===== src/lqm_pkg.sv =====
// ---------------------------------------------------------------------------
// lqm_pkg
// Shared constants, sequencer types and the control store of the linked
// queue manager.
// ---------------------------------------------------------------------------
`default_nettype none

package lqm_pkg;

  localparam int POOL_SIZE   = 32;
  localparam int QUEUE_COUNT = 8;

  localparam int FUNC_W  = 3;
  localparam int QID_W   = 3;
  localparam int ENTRY_W = 5;

  localparam int PTR_W  = (POOL_SIZE > 1) ? $clog2(POOL_SIZE) : 1;
  localparam int QIDX_W = (QUEUE_COUNT > 1) ? $clog2(QUEUE_COUNT) : 1;

  typedef enum logic [FUNC_W-1:0] {
    F_ALLOC  = 3'd0,
    F_FREE   = 3'd1,
    F_INSERT = 3'd2,
    F_PEEK   = 3'd3,
    F_REMOVE = 3'd4,
    F_TAKE   = 3'd5
  } func_t;

  // control store addresses
  typedef enum logic [4:0] {
    S_END    = 5'd0,
    S_ALLOC0 = 5'd1,
    S_ALLOC1 = 5'd2,
    S_FREE0  = 5'd3,
    S_FREE1  = 5'd4,
    S_INS0   = 5'd5,
    S_INS1   = 5'd6,
    S_INS2   = 5'd7,
    S_INS3   = 5'd8,
    S_INSF   = 5'd9,
    S_PR0    = 5'd10,
    S_PR1    = 5'd11,
    S_UN0    = 5'd12,
    S_UN1    = 5'd13,
    S_TO0    = 5'd14,
    S_TO1    = 5'd15,
    S_TO2    = 5'd16,
    S_TO3    = 5'd17,
    S_TOHIT  = 5'd18
  } step_t;

  typedef enum logic [3:0] {
    A_NONE,
    A_DONE,
    A_RD_FREE,
    A_ALLOC,
    A_FREE,
    A_RD_TAIL,
    A_INS_A,
    A_INS_B,
    A_INS_FIRST,
    A_TAKE_HEAD,
    A_RD_X,
    A_UNLINK,
    A_WALK_INIT,
    A_RD_CUR,
    A_STEP,
    A_HIT
  } act_t;

  typedef enum logic [3:0] {
    C_NEXT,
    C_ALWAYS,
    C_FREE_EMPTY,
    C_E_BAD,
    C_QE_BAD,
    C_Q_EMPTY,
    C_Q_BAD,
    C_QEV_BAD,
    C_PEEK,
    C_CUR_HIT,
    C_WALK_MORE
  } cond_t;

  typedef struct packed {
    act_t  act;
    cond_t cond;
    step_t target;
  } ucode_t;

  // one control word per step: action, jump condition, jump target
  function automatic ucode_t ucode_rom(input step_t s);
    ucode_t uc;
    unique case (s)
      S_END:    uc = '{A_DONE,      C_NEXT,       S_END};
      S_ALLOC0: uc = '{A_RD_FREE,   C_FREE_EMPTY, S_END};
      S_ALLOC1: uc = '{A_ALLOC,     C_ALWAYS,     S_END};
      S_FREE0:  uc = '{A_NONE,      C_E_BAD,      S_END};
      S_FREE1:  uc = '{A_FREE,      C_ALWAYS,     S_END};
      S_INS0:   uc = '{A_NONE,      C_QE_BAD,     S_END};
      S_INS1:   uc = '{A_RD_TAIL,   C_Q_EMPTY,    S_INSF};
      S_INS2:   uc = '{A_INS_A,     C_NEXT,       S_END};
      S_INS3:   uc = '{A_INS_B,     C_ALWAYS,     S_END};
      S_INSF:   uc = '{A_INS_FIRST, C_ALWAYS,     S_END};
      S_PR0:    uc = '{A_RD_TAIL,   C_Q_BAD,      S_END};
      S_PR1:    uc = '{A_TAKE_HEAD, C_PEEK,       S_END};
      S_UN0:    uc = '{A_RD_X,      C_NEXT,       S_END};
      S_UN1:    uc = '{A_UNLINK,    C_ALWAYS,     S_END};
      S_TO0:    uc = '{A_WALK_INIT, C_QEV_BAD,    S_END};
      S_TO1:    uc = '{A_RD_CUR,    C_CUR_HIT,    S_TOHIT};
      S_TO2:    uc = '{A_STEP,      C_WALK_MORE,  S_TO1};
      S_TO3:    uc = '{A_NONE,      C_ALWAYS,     S_END};
      S_TOHIT:  uc = '{A_HIT,       C_ALWAYS,     S_UN0};
      default:  uc = '{A_DONE,      C_NEXT,       S_END};
    endcase
    return uc;
  endfunction

  function automatic step_t dispatch(input logic [FUNC_W-1:0] f);
    step_t s;
    unique case (f)
      F_ALLOC:  s = S_ALLOC0;
      F_FREE:   s = S_FREE0;
      F_INSERT: s = S_INS0;
      F_PEEK:   s = S_PR0;
      F_REMOVE: s = S_PR0;
      F_TAKE:   s = S_TO0;
      default:  s = S_END;
    endcase
    return s;
  endfunction

endpackage

`default_nettype wire


===== src/lqm_ram.sv =====
// ---------------------------------------------------------------------------
// lqm_ram
// Generic single write port, single read port RAM with registered read.
// ---------------------------------------------------------------------------
`default_nettype none

module lqm_ram #(
  parameter int WIDTH = 8,
  parameter int DEPTH = 32,
  localparam int AW = (DEPTH > 1) ? $clog2(DEPTH) : 1
) (
  input  logic             clk,
  input  logic             we,
  input  logic [AW-1:0]    waddr,
  input  logic [WIDTH-1:0] wdata,
  input  logic [AW-1:0]    raddr,
  output logic [WIDTH-1:0] rdata
);

  logic [WIDTH-1:0] mem [DEPTH];

  always_ff @(posedge clk) begin
    if (we) begin
      mem[waddr] <= wdata;
    end
    rdata <= mem[raddr];
  end

endmodule

`default_nettype wire


===== src/linked_queue_manager_with_free_list_core.sv =====
// ---------------------------------------------------------------------------
// linked_queue_manager_with_free_list_core
// Pool of linked entries with a LIFO free list and circular doubly linked
// queues, run by a microcoded sequencer over two link RAMs.
//
//   channel  | signals                                 | handshake
//   ---------+-----------------------------------------+---------------------
//   command  | func, queue_id, entry                   | start && !busy
//   result   | result_entry, found, queue_empty        | done, one cycle
//
// A take-out walks the queue from its tail and visits up to POOL_SIZE
// entries when the entry is absent. The link RAMs have a registered read,
// so every link lookup costs a control store step. busy drops with the
// final step, so a new word may be taken in the cycle that done is shown.
// Reset is synchronous; link RAMs need no clearing pass, per entry flags
// stand for the reset values until an entry is first written.
// ---------------------------------------------------------------------------
`default_nettype none

module linked_queue_manager_with_free_list_core import lqm_pkg::*; (
  input  logic               clk,
  input  logic               rst,
  input  logic               start,
  output logic               busy,
  input  logic [FUNC_W-1:0]  func,
  input  logic [QID_W-1:0]   queue_id,
  input  logic [ENTRY_W-1:0] entry,
  output logic               done,
  output logic [ENTRY_W-1:0] result_entry,
  output logic               found,
  output logic               queue_empty
);

  // sequencer
  logic   run, run_next;
  step_t  upc, upc_next;
  ucode_t uc;
  act_t   act;
  logic   jump;
  logic   accept;

  // datapath registers
  logic [FUNC_W-1:0]  fn, fn_next;
  logic [QID_W-1:0]   q, q_next;
  logic [ENTRY_W-1:0] e, e_next;
  logic [PTR_W-1:0]   t, t_next;
  logic [PTR_W-1:0]   x, x_next;
  logic [PTR_W-1:0]   cur, cur_next;
  logic [PTR_W-1:0]   cnt, cnt_next;
  logic [PTR_W-1:0]   res, res_next;
  logic               hit, hit_next;

  logic [PTR_W-1:0]     free_head, free_head_next;
  logic                 free_nonempty, free_nonempty_next;
  logic [POOL_SIZE-1:0] free_last, free_last_next;
  logic [PTR_W-1:0]     tail [QUEUE_COUNT];
  logic [PTR_W-1:0]     tail_next [QUEUE_COUNT];
  logic [QUEUE_COUNT-1:0] qvalid, qvalid_next;

  // set while an entry still holds its reset link value
  logic [POOL_SIZE-1:0] nxt_init, nxt_init_next;
  logic [POOL_SIZE-1:0] prv_init, prv_init_next;

  logic               done_next;
  logic [ENTRY_W-1:0] result_entry_next;
  logic               found_next;
  logic               queue_empty_next;

  // link RAM ports
  logic             wn_en, wp_en;
  logic [PTR_W-1:0] wn_addr, wn_data, wp_addr, wp_data;
  logic [PTR_W-1:0] rn_addr, rp_addr;
  logic [PTR_W-1:0] nram_q, pram_q;
  logic [PTR_W-1:0] rn_addr_q;
  logic             rn_init_q, rp_init_q;

  logic [PTR_W-1:0]  nd, pd;
  logic              q_ok, e_ok, q_valid;
  logic [QIDX_W-1:0] qi;
  logic [PTR_W-1:0]  ep, tail_q;

  lqm_ram #(.WIDTH(PTR_W), .DEPTH(POOL_SIZE)) u_next_ram (
    .clk   (clk),
    .we    (wn_en),
    .waddr (wn_addr),
    .wdata (wn_data),
    .raddr (rn_addr),
    .rdata (nram_q)
  );

  lqm_ram #(.WIDTH(PTR_W), .DEPTH(POOL_SIZE)) u_prev_ram (
    .clk   (clk),
    .we    (wp_en),
    .waddr (wp_addr),
    .wdata (wp_data),
    .raddr (rp_addr),
    .rdata (pram_q)
  );

  assign busy   = run;
  assign accept = start && !run;
  assign uc     = ucode_rom(upc);
  assign act    = run ? uc.act : A_NONE;

  assign q_ok    = int'(q) < QUEUE_COUNT;
  assign e_ok    = int'(e) < POOL_SIZE;
  assign qi      = q[QIDX_W-1:0];
  assign ep      = PTR_W'(e);
  assign q_valid = qvalid[qi];
  assign tail_q  = tail[qi];

  // untouched entries read as the free chain order and a zero back link
  assign nd = rn_init_q ? ((rn_addr_q == PTR_W'(POOL_SIZE - 1)) ? '0 : rn_addr_q + 1'b1)
                        : nram_q;
  assign pd = rp_init_q ? '0 : pram_q;

  always_comb begin
    unique case (uc.cond)
      C_NEXT:       jump = 1'b0;
      C_ALWAYS:     jump = 1'b1;
      C_FREE_EMPTY: jump = !free_nonempty;
      C_E_BAD:      jump = !e_ok;
      C_QE_BAD:     jump = !q_ok || !e_ok;
      C_Q_EMPTY:    jump = !q_valid;
      C_Q_BAD:      jump = !q_ok || !q_valid;
      C_QEV_BAD:    jump = !q_ok || !e_ok || !q_valid;
      C_PEEK:       jump = (fn == F_PEEK);
      C_CUR_HIT:    jump = (cur == ep);
      C_WALK_MORE:  jump = !((nd == t) || (cnt == PTR_W'(POOL_SIZE - 1)));
      default:      jump = 1'b0;
    endcase
  end

  // step counter
  always_ff @(posedge clk) begin
    if (rst) begin
      run <= 1'b0;
      upc <= S_END;
    end else begin
      run <= run_next;
      upc <= upc_next;
    end
  end

  always_comb begin
    run_next = run;
    upc_next = upc;
    if (accept) begin
      run_next = 1'b1;
      upc_next = dispatch(func);
    end else if (run) begin
      if (uc.act == A_DONE) begin
        run_next = 1'b0;
      end
      upc_next = jump ? uc.target : step_t'(upc + 1'b1);
    end
  end

  // datapath driven by the current control word
  always_comb begin
    fn_next            = fn;
    q_next             = q;
    e_next             = e;
    t_next             = t;
    x_next             = x;
    cur_next           = cur;
    cnt_next           = cnt;
    res_next           = res;
    hit_next           = hit;
    free_head_next     = free_head;
    free_nonempty_next = free_nonempty;
    free_last_next     = free_last;
    tail_next          = tail;
    qvalid_next        = qvalid;
    done_next          = 1'b0;
    result_entry_next  = result_entry;
    found_next         = found;
    queue_empty_next   = queue_empty;
    wn_en   = 1'b0;
    wn_addr = '0;
    wn_data = '0;
    wp_en   = 1'b0;
    wp_addr = '0;
    wp_data = '0;
    rn_addr = '0;
    rp_addr = '0;

    if (accept) begin
      fn_next  = func;
      q_next   = queue_id;
      e_next   = entry;
      res_next = '0;
      hit_next = 1'b0;
    end

    unique case (act)
      A_NONE: begin
      end
      A_DONE: begin
        done_next         = 1'b1;
        result_entry_next = hit ? ENTRY_W'(res) : '0;
        found_next        = hit;
        queue_empty_next  = !(q_ok && q_valid);
      end
      A_RD_FREE: begin
        rn_addr = free_head;
        x_next  = free_head;
      end
      A_ALLOC: begin
        if (free_last[x]) begin
          free_nonempty_next = 1'b0;
        end else begin
          free_head_next = nd;
        end
        free_last_next[x] = 1'b0;
        wn_en    = 1'b1;
        wn_addr  = x;
        wp_en    = 1'b1;
        wp_addr  = x;
        res_next = x;
        hit_next = 1'b1;
      end
      A_FREE: begin
        wn_en   = 1'b1;
        wn_addr = ep;
        wn_data = free_head;
        wp_en   = 1'b1;
        wp_addr = ep;
        free_last_next[ep] = !free_nonempty;
        free_head_next     = ep;
        free_nonempty_next = 1'b1;
      end
      A_RD_TAIL: begin
        rp_addr = tail_q;
        t_next  = tail_q;
      end
      A_INS_A: begin
        wn_en   = 1'b1;
        wn_addr = ep;
        wn_data = t;
        wp_en   = 1'b1;
        wp_addr = ep;
        wp_data = pd;
        x_next  = pd;
      end
      A_INS_B: begin
        wn_en   = 1'b1;
        wn_addr = x;
        wn_data = ep;
        wp_en   = 1'b1;
        wp_addr = t;
        wp_data = ep;
        tail_next[qi] = ep;
      end
      A_INS_FIRST: begin
        wn_en   = 1'b1;
        wn_addr = ep;
        wn_data = ep;
        wp_en   = 1'b1;
        wp_addr = ep;
        wp_data = ep;
        qvalid_next[qi] = 1'b1;
        tail_next[qi]   = ep;
      end
      A_TAKE_HEAD: begin
        x_next   = pd;
        res_next = pd;
        hit_next = 1'b1;
      end
      A_RD_X: begin
        rn_addr = x;
        rp_addr = x;
      end
      A_UNLINK: begin
        // a self link means x was the only entry of the ring
        if (nd == x) begin
          qvalid_next[qi] = 1'b0;
        end else begin
          wn_en   = 1'b1;
          wn_addr = pd;
          wn_data = nd;
          wp_en   = 1'b1;
          wp_addr = nd;
          wp_data = pd;
          if (tail_q == x) begin
            tail_next[qi] = nd;
          end
        end
      end
      A_WALK_INIT: begin
        t_next   = tail_q;
        cur_next = tail_q;
        cnt_next = '0;
      end
      A_RD_CUR: begin
        rn_addr = cur;
      end
      A_STEP: begin
        cur_next = nd;
        cnt_next = cnt + 1'b1;
      end
      A_HIT: begin
        x_next   = ep;
        res_next = ep;
        hit_next = 1'b1;
      end
    endcase

    if (wn_en) begin
      nxt_init_next = nxt_init;
      nxt_init_next[wn_addr] = 1'b0;
    end else begin
      nxt_init_next = nxt_init;
    end
    if (wp_en) begin
      prv_init_next = prv_init;
      prv_init_next[wp_addr] = 1'b0;
    end else begin
      prv_init_next = prv_init;
    end
  end

  always_ff @(posedge clk) begin
    if (rst) begin
      free_head     <= '0;
      free_nonempty <= 1'b1;
      free_last     <= {1'b1, {(POOL_SIZE - 1){1'b0}}};
      tail          <= '{default: '0};
      qvalid        <= '0;
      nxt_init      <= '1;
      prv_init      <= '1;
      done          <= 1'b0;
    end else begin
      free_head     <= free_head_next;
      free_nonempty <= free_nonempty_next;
      free_last     <= free_last_next;
      tail          <= tail_next;
      qvalid        <= qvalid_next;
      nxt_init      <= nxt_init_next;
      prv_init      <= prv_init_next;
      done          <= done_next;
    end
  end

  always_ff @(posedge clk) begin
    fn           <= fn_next;
    q            <= q_next;
    e            <= e_next;
    t            <= t_next;
    x            <= x_next;
    cur          <= cur_next;
    cnt          <= cnt_next;
    res          <= res_next;
    hit          <= hit_next;
    result_entry <= result_entry_next;
    found        <= found_next;
    queue_empty  <= queue_empty_next;
    rn_addr_q    <= rn_addr;
    rn_init_q    <= nxt_init[rn_addr];
    rp_init_q    <= prv_init[rp_addr];
  end

  a_accept_busy: assert property (@(posedge clk) disable iff (rst)
    (start && !busy) |=> busy)
    else $error("sequencer did not start on an accepted word");

  a_done_idle: assert property (@(posedge clk) disable iff (rst)
    done |-> !busy)
    else $error("result strobe while the sequencer still runs");

  a_done_after_run: assert property (@(posedge clk) disable iff (rst)
    done |-> $past(busy))
    else $error("result strobe without a preceding operation");

  a_end_step: assert property (@(posedge clk) disable iff (rst)
    (busy && upc == S_END) |=> !busy)
    else $error("final step did not release the sequencer");

endmodule

`default_nettype wire

===== config.mk =====
export PLATFORM = sky130hd
export DESIGN_NAME = linked_queue_manager_with_free_list_core
export DESIGN_NICKNAME = d
export VERILOG_FILES = /design/src/lqm_pkg.sv /design/src/lqm_ram.sv /design/src/linked_queue_manager_with_free_list_core.sv
export SDC_FILE = /design/constraint.sdc
export NUM_CORES = 1
export LEC_CHECK = 0
export ABC_AREA = 1
export BUFFER_PORTS_ARGS = -buffer_cell sky130_fd_sc_hd__buf_2
export CAP_MARGIN = 10
export CORE_MARGIN = 8
export CORE_UTILIZATION = 30
export DETAILED_ROUTE_END_ITERATION = 10
export GPL_TIMING_DRIVEN = 1
export PLACE_DENSITY_LB_ADDON = 0.05
export SYNTH_ARGS = -nofsm -noshare
export SYNTH_HDL_FRONTEND = slang
export SYNTH_SLANG_ARGS = --single-unit

===== constraint.sdc =====
create_clock -name clk -period 3.4 [get_ports clk]
set_input_delay 0.17 -clock clk [delete_from_list [all_inputs] [get_ports clk]]
set_output_delay 0.17 -clock clk [all_outputs]
set_load 0.005 [all_outputs]

# After elaboration in Yosys (flattened, before gate mapping)
# Memory sizes are Yosys's and may differ from the RTL's. A register that Yosys moved wholly into a read port is not among the register bits.
# Index checks and enable logic that the tools add are counted.
[classes] reduce_logical=33 order_cmp=14 bitwise_logic=10 n_addsub=3 n_mux=68 eq_ne=41
[ops] cell="32-bit bitwise AND" count=3
[ops] cell="32-bit NOT" count=3
[ops] cell="40-bit bitwise mux" count=2
[ops] cell="40-bit two-way mux" count=2
[ops] cell="40-bit one-hot mux with 2 select lines" count=1
[ops] cell="5-bit two-way mux" count=15
[ops] cell="5-bit one-hot mux with 3 select lines" count=5
[ops] cell="32-bit one-hot mux with 2 select lines" count=1
[ops] cell="4-bit equality test, second input constant" count=11
[ops] cell="5-bit one-hot mux with 2 select lines" count=4
[ops] cell="5-bit one-hot mux with 4 select lines" count=2
[ops] cell="5-bit by 6-bit < comparator with 1-bit output, second input constant" count=6
[ops] cell="32-bit bitwise mux" count=1
[ops] cell="4-bit by 3-bit equality test with 1-bit output, second input constant" count=7
[ops] cell="1-bit demux with 5-bit select" count=4
[ops] cell="5-bit equality test" count=4
[ops] cell="5-bit by 1-bit greater-or-equal comparator with 1-bit output, second input constant" count=4
[ops] cell="4-bit one-hot mux with 5 select lines" count=1
[ops] cell="1-bit two-way mux" count=17
[ops] cell="8-bit one-hot mux with 2 select lines" count=1
[ops] cell="5-bit by 1-bit adder with 5-bit output, second input constant" count=3
[ops] cell="1-bit binary-select mux with 5-bit select" count=3
[ops] cell="5-bit binary-select mux with 3-bit select" count=1
[ops] cell="5-bit demux with 3-bit select" count=1
[ops] cell="33 further kinds" count=67
[totals] rom_bits=416 input_bits=14 register_bits=208 ramBits=320 out_inout_bits=9 memories=3 elab_cells=204
[mem_list] name="(no name shown)" depth=32 word_bits=13 read_ports=1 rd_clocked_by_memory_dff=1 write_ports=0 line_no="lqm_pkg.sv:94" text="unique case (s)"
[mem_list] name="u_next_ram.mem" depth=32 word_bits=5 read_ports=1 rd_clocked_by_memory_dff=1 write_ports=1 line_no="lqm_ram.sv:20" text="logic [WIDTH-1:0] mem [DEPTH];"
[mem_list] name="u_prev_ram.mem" depth=32 word_bits=5 read_ports=1 rd_clocked_by_memory_dff=1 write_ports=1 line_no="lqm_ram.sv:20"

# Longest topological paths before layout
[logic_depth] ltp_word=12 depth_mapped=26 mapped_depth_nobuf=26

# By module
# A second synthesis with hierarchy kept.
[hier_totals] hier_cells=2788 hier_area_um2=25339.3
[by_module_without_submodules] module="linked_queue_manager_with_free_list_core" area_per_inst_um2=11741.3 n_inst=1 cells_each=1598
[by_module_without_submodules] module="lqm_ram at u_next_ram" area_per_inst_um2=6801.5 n_inst=1 cells_each=595
[by_module_without_submodules] module="lqm_ram at u_prev_ram" area_per_inst_um2=6796.5 n_inst=1 cells_each=595

# Worst setup path after synthesis
# OpenSTA, ideal clock, no wires.
[synth_path] kind="register to register" start="register rn_addr_q[0]" end="memory u_prev_ram.mem[20][0] in the netlist's numbering, enable pin" n_path_buf=0 path_stages_with_launch=15 arrival_ps=2595 path_slack_ps=432 synth_period_minus_slack_ps=2968 setup_ps=374 t_required_ps=3026 path_cell_list="dfxtp_1 ha_1 nand2_1 nor2_1 ha_1 nand2_1 nand2_2 xor2_1 nor4_4 nand2_4 nand3_1 nand2_1 nor2_2 nand3_1 nor3_1"
[synth_via] elab_chain_len=8
[synth_lines] element="from (decl)" line_no="linked_queue_manager_with_free_list_core.sv:74" text="logic [PTR_W-1:0] rn_addr_q;"
[synth_lines] element="from (signal assigned)" line_no="linked_queue_manager_with_free_list_core.sv:358" text="rn_addr_q <= rn_addr;"
[synth_lines] element="5-bit by 1-bit adder with 5-bit output or 5-bit equality test (tied branches)" line_no="linked_queue_manager_with_free_list_core.sv:113" text="assign nd = rn_init_q ? ((rn_addr_q == PTR_W'(POOL_SIZE - 1)) ? '0 : rn_addr_q + 1'b1)"
[synth_lines] element="5-bit two-way mux * (2 in series)" line_no="linked_queue_manager_with_free_list_core.sv:113"
[synth_lines] element="5-bit equality test" line_no="linked_queue_manager_with_free_list_core.sv:276" text="if (nd == x) begin"
[synth_lines] element="1-bit two-way mux" line_no="linked_queue_manager_with_free_list_core.sv:276"
[synth_lines] element="1-bit one-hot mux with 2 select lines" line_no="linked_queue_manager_with_free_list_core.sv:196" text="unique case (act)"
[synth_lines] element="1-bit two-way mux" line_no="lqm_ram.sv:23" text="if (we) begin"
[synth_lines] element="1-bit two-way mux (implied by the code)" line_no="lqm_ram.sv:24" text="mem[waddr] <= wdata;"
[synth_lines] element="to (decl)" line_no="lqm_ram.sv:20"
# Mark *: on every way between the ends. The rest lies on a longest branch, timed or not.

# Worst setup path after layout
[layout_path] start="register rn_addr_q[1]" end="memory u_prev_ram.mem[23][1] in the netlist's numbering, enable pin"
# Same word-level chain as after synthesis.

==> flow_metrics.env <==
export IMPL_power_switching_mw=4.04
export IMPL_ant_nets=0
export IMPL_vias_per_cell=4.91
export IMPL_async_flop_share_pct=0
export IMPL_cts_sinks=551
export IMPL_drtPass1Iterations=5
export IMPL_fp_dieArea_sq_um=92300
export IMPL_drive_gt1_share_pct=13.1
export IMPL_drc=0
export IMPL_startpoint_type="register"
export IMPL_dp_hpwl_um=51700
export IMPL_drt_initial_drc_count=1413
export IMPL_n_fill_cell=8270
export IMPL_core_area_sq_um=82100
export IMPL_ff2ff_path_depth=19
export IMPL_grtUsageTotal_pct=16.3
export IMPL_grt_ovfl_total=0
export IMPL_layout_min_cycle_time_ns=3.25
export IMPL_wl_per_cell_um=19.7
export IMPL_syn_nets=2752
export IMPL_fin_skew_ns=0.0226
export IMPL_stdcell_count=3967
export IMPL_initial_core_util_pct=30.3
export IMPL_cp_max_fo=10
export IMPL_hold_path_end="e[3]$_DFFE_PP_"
export IMPL_yosysWarnings=0
export IMPL_tns_ns=0
export IMPL_grt_pass1_wl_um=119000
export IMPL_ys_seq_area_share_pct=59.0
export IMPL_portBuffers=22
export IMPL_synthFlopType="edfxtp_1"
export IMPL_rrSetupSlack_ns=0.15
export IMPL_grt_max_degree=81
export IMPL_grt_pass1_vias=19400
export IMPL_final_max_slew_viol_count=0
export IMPL_fin_hold_ws_ns=0.101
export IMPL_num_rows=105
export IMPL_nNetsFinal=2868
export IMPL_drt_total_wl_um=78000
export IMPL_finalSetupViolCount=0
export IMPL_tightest_slew_ns=0.880
export IMPL_slowest_stage="dfxtp_2"
export IMPL_layout_commonest_cell="nand2_1"
export IMPL_critPathRequiredTime_ns=3.70
export IMPL_cts_root_buffer="clkbuf_16"
export IMPL_ys_ff_latch=551
export IMPL_placed_cells=3827
export IMPL_power_frac_comb_pct=9.3
export IMPL_synth_cell_types=50
export IMPL_syn_mean_instance_area_sq_um=9.11
export IMPL_p_leak_nw=11.4
export IMPL_place_area_sq_um=27000
export IMPL_netlist_area_sq_um=24900
export IMPL_crit_top_cell="nand2_1"
export IMPL_vias=19500
export IMPL_power_frac_clock_pct=44.4
export IMPL_routabilityCongestion=0.858
export IMPL_crit_chain="ha_1, nand2_1, nor2_1, ha_1, nor2_2, nand3_1, nand2_1, inv_1, nor2_1, nor4_4, nand2_4, nand3_1, nand2_1, inv_1, nand2_1, nor2_1, buf_4, nand2_1, inv_2"
export IMPL_dieWidth_um=304
export IMPL_maxCapViolCount=0
export IMPL_clock_path_buffers=3
export IMPL_most_common_layout_cells="nand2_1 (487), edfxtp_1 (363), nor2_1 (302)"
export IMPL_cts_clk_slew_worst_paths_ns=0.06
export IMPL_criticalPathCategory="reg -> reg"
export IMPL_internal_power_mw=12.1
export IMPL_grt_antenna_before_repair=1
export IMPL_numCtsBuffers=68
export IMPL_clock_latency_ns=0.60
export IMPL_synth_edff_count=363
export IMPL_hold_path_cell_count=4
export IMPL_seq_power_share_pct=46.2
export IMPL_synth_cells=2727
export IMPL_ir_worst_vdd_mv=0.314
export IMPL_hold_violations=0
export IMPL_area_growth_syn_to_layout_pct=18.5
export IMPL_rsz0062_at_grt="yes"
export IMPL_ios=23
export IMPL_crit_path_end_kind="register"
export IMPL_fmax_mhz=308
export IMPL_min_from="start"
export IMPL_hold_class="in -> reg"
export IMPL_power_density_nw_per_um2=547
export IMPL_reg2reg_from="rn_addr_q[1]$_DFF_P_"
export IMPL_arrival_ns=3.55
export IMPL_slowest_delay_ns=0.34
export IMPL_total_power_mw=16.1
export IMPL_dieHeight_um=304
export IMPL_diodes=0
export IMPL_fin_crit_sh_pct=95.5
export IMPL_regToRegEndpoint="u_prev_ram.mem[23][1]$_DFFE_PP_"
export IMPL_postLayoutCellArea_sq_um=29500
export IMPL_htreeDepth=3
export IMPL_slew_headroom_pct=41.3
export IMPL_outcome="finished, final reports clean"
export IMPL_cts_tree="built"
export IMPL_switching_share_pct=25.1
worst max-delay path by stage:
stage	depth (start not counted)	from	slack, ns	to
floorplan	14	rn_addr_q[0]$_DFF_P_	0.43	u_prev_ram.mem[20][0]$_DFFE_PP_
global placement	17	rn_addr_q[1]$_DFF_P_	0.15	u_prev_ram.mem[11][4]$_DFFE_PP_
detailed placement	17	rn_addr_q[1]$_DFF_P_	0.07	u_prev_ram.mem[2][2]$_DFFE_PP_
CTS	17	rn_addr_q[1]$_DFF_P_	0.05	u_prev_ram.mem[2][2]$_DFFE_PP_
global route	17	rn_addr_q[0]$_DFF_P_	-0.06	u_prev_ram.mem[1][1]$_DFFE_PP_
finish	19	rn_addr_q[1]$_DFF_P_	0.15	u_prev_ram.mem[23][1]$_DFFE_PP_
sequential cells by signal, indices dropped and copies added, names as in the netlist, 3 cells and up, named ones only:
signal and flops:
t 5, u_next_ram.rdata 5, tail 40, free_last 32, u_next_ram.mem 160, rn_addr_q 5
nxt_init 32, upc 5, free_head 5, fn 3, uc 13, res 5
x 5, cur 5, e 5, result_entry 5, prv_init 32, u_prev_ram.mem 160
cnt 5, u_prev_ram.rdata 5, q 3
routing by layer:
layer / part of all wire (%) / wire (um) / vias up / global-route usage [%]
met5: 0 / 0 / - / 0
met4: 2.1 / 1600 / 0 / 4.58
met3: 4.7 / 3700 / 100 / 2.50
met2: 47 / 36300 / 432 / 26.8
met1: 47 / 36400 / 9353 / 22.3
li1: - / - / 9587 / -
critical path, delay by kind of cell (launching register included):
kind	cells	cell delay, ns
flip-flops	1	0.34
buffers and inverters	4	0.52
AND/OR/NAND/NOR	13	1.71
adder cells (fa/ha/maj)	2	0.37
repair_timing:
| item | 4_1_cts | 5_1_grt |
|---|---|---|
| endpoints found under the setup margin | 0 | 225 |
| gates resized for setup | 0 | 49 |
| setup buffers | 0 | 4 |
| hold buffers | 12 | 0 |
| hold endpoints to repair | 16 | 0 |
power by group through the flow:
stage | logic, mW | clock network, mW | registers, mW
finish | 1.50 | 7.16 | 7.45
global route | 1.68 | 7.64 | 7.46
CTS | 1.48 | 7.40 | 7.45
detailed placement | 1.46 | 0 | 7.58
global placement | 1.46 | 0 | 7.59
floorplan | 0.896 | 0 | 7.54
synthesized netlist by cell type, drive strengths merged, types with 4 or more instances:
library cell	count	area share (%)
o31ai	6	0.18
nor2	325	5.0
a22oi	18	0.54
a21oi	242	4.9
a22o	8	0.28
ha	11	0.55
a32oi	4	0.14
o211ai	43	1.3
o2111ai	5	0.18
o21ai	298	6.0
nand3b	4	0.12
o22ai	6	0.15
dfxtp	188	15
a31oi	9	0.23
nand2	510	8.0
xor2	13	0.46
inv	255	3.9
nor3	29	0.60
nand3	190	3.9
buf	66	1.7
o221ai	14	0.49
o21bai	6	0.18
edfxtp	363	44
nor4	6	0.21
nand4	11	0.30
clkbuf	80	1.2
stage by stage:
stage	setup WS (ns)	utilization, %
6_report	0.154	35.9
5_1_grt	-0.0649	35.9
4_1_cts	0.0504	35.7
3_3_place_gp	0.152	32.9
2_1_floorplan	0.432	-
3_5_place_dp	0.0684	32.9
kinds of logic (layout without fill, tap and decap cells):
kind of cell / after synthesis / after routing / synth area share, %
flops: 551 / 551 / 59.0
fa+ha+maj: 11 / 11 / 0.554
simple gates: 1080 / 1080 / 18.2
buf+inv: 403 / 573 / 6.80
compound gates: 666 / 666 / 14.8
xor+xnor: 13 / 13 / 0.458
mux: 3 / 3 / 0.136
cell type report:
type | instances | area, sq um | share of cell area, %
sequential | 551 | 14700 | 49.8
inverter | 257 | 972 | 3.30
tap | 1070 | 1340 | 4.55
clock buffer | 90 | 1850 | 6.27
timing repair buffer | 192 | 1580 | 5.36
multi-input combinational | 1773 | 8720 | 29.6
clock inverter | 34 | 334 | 1.13
Note: power is estimated with default switching activity, not from simulation.
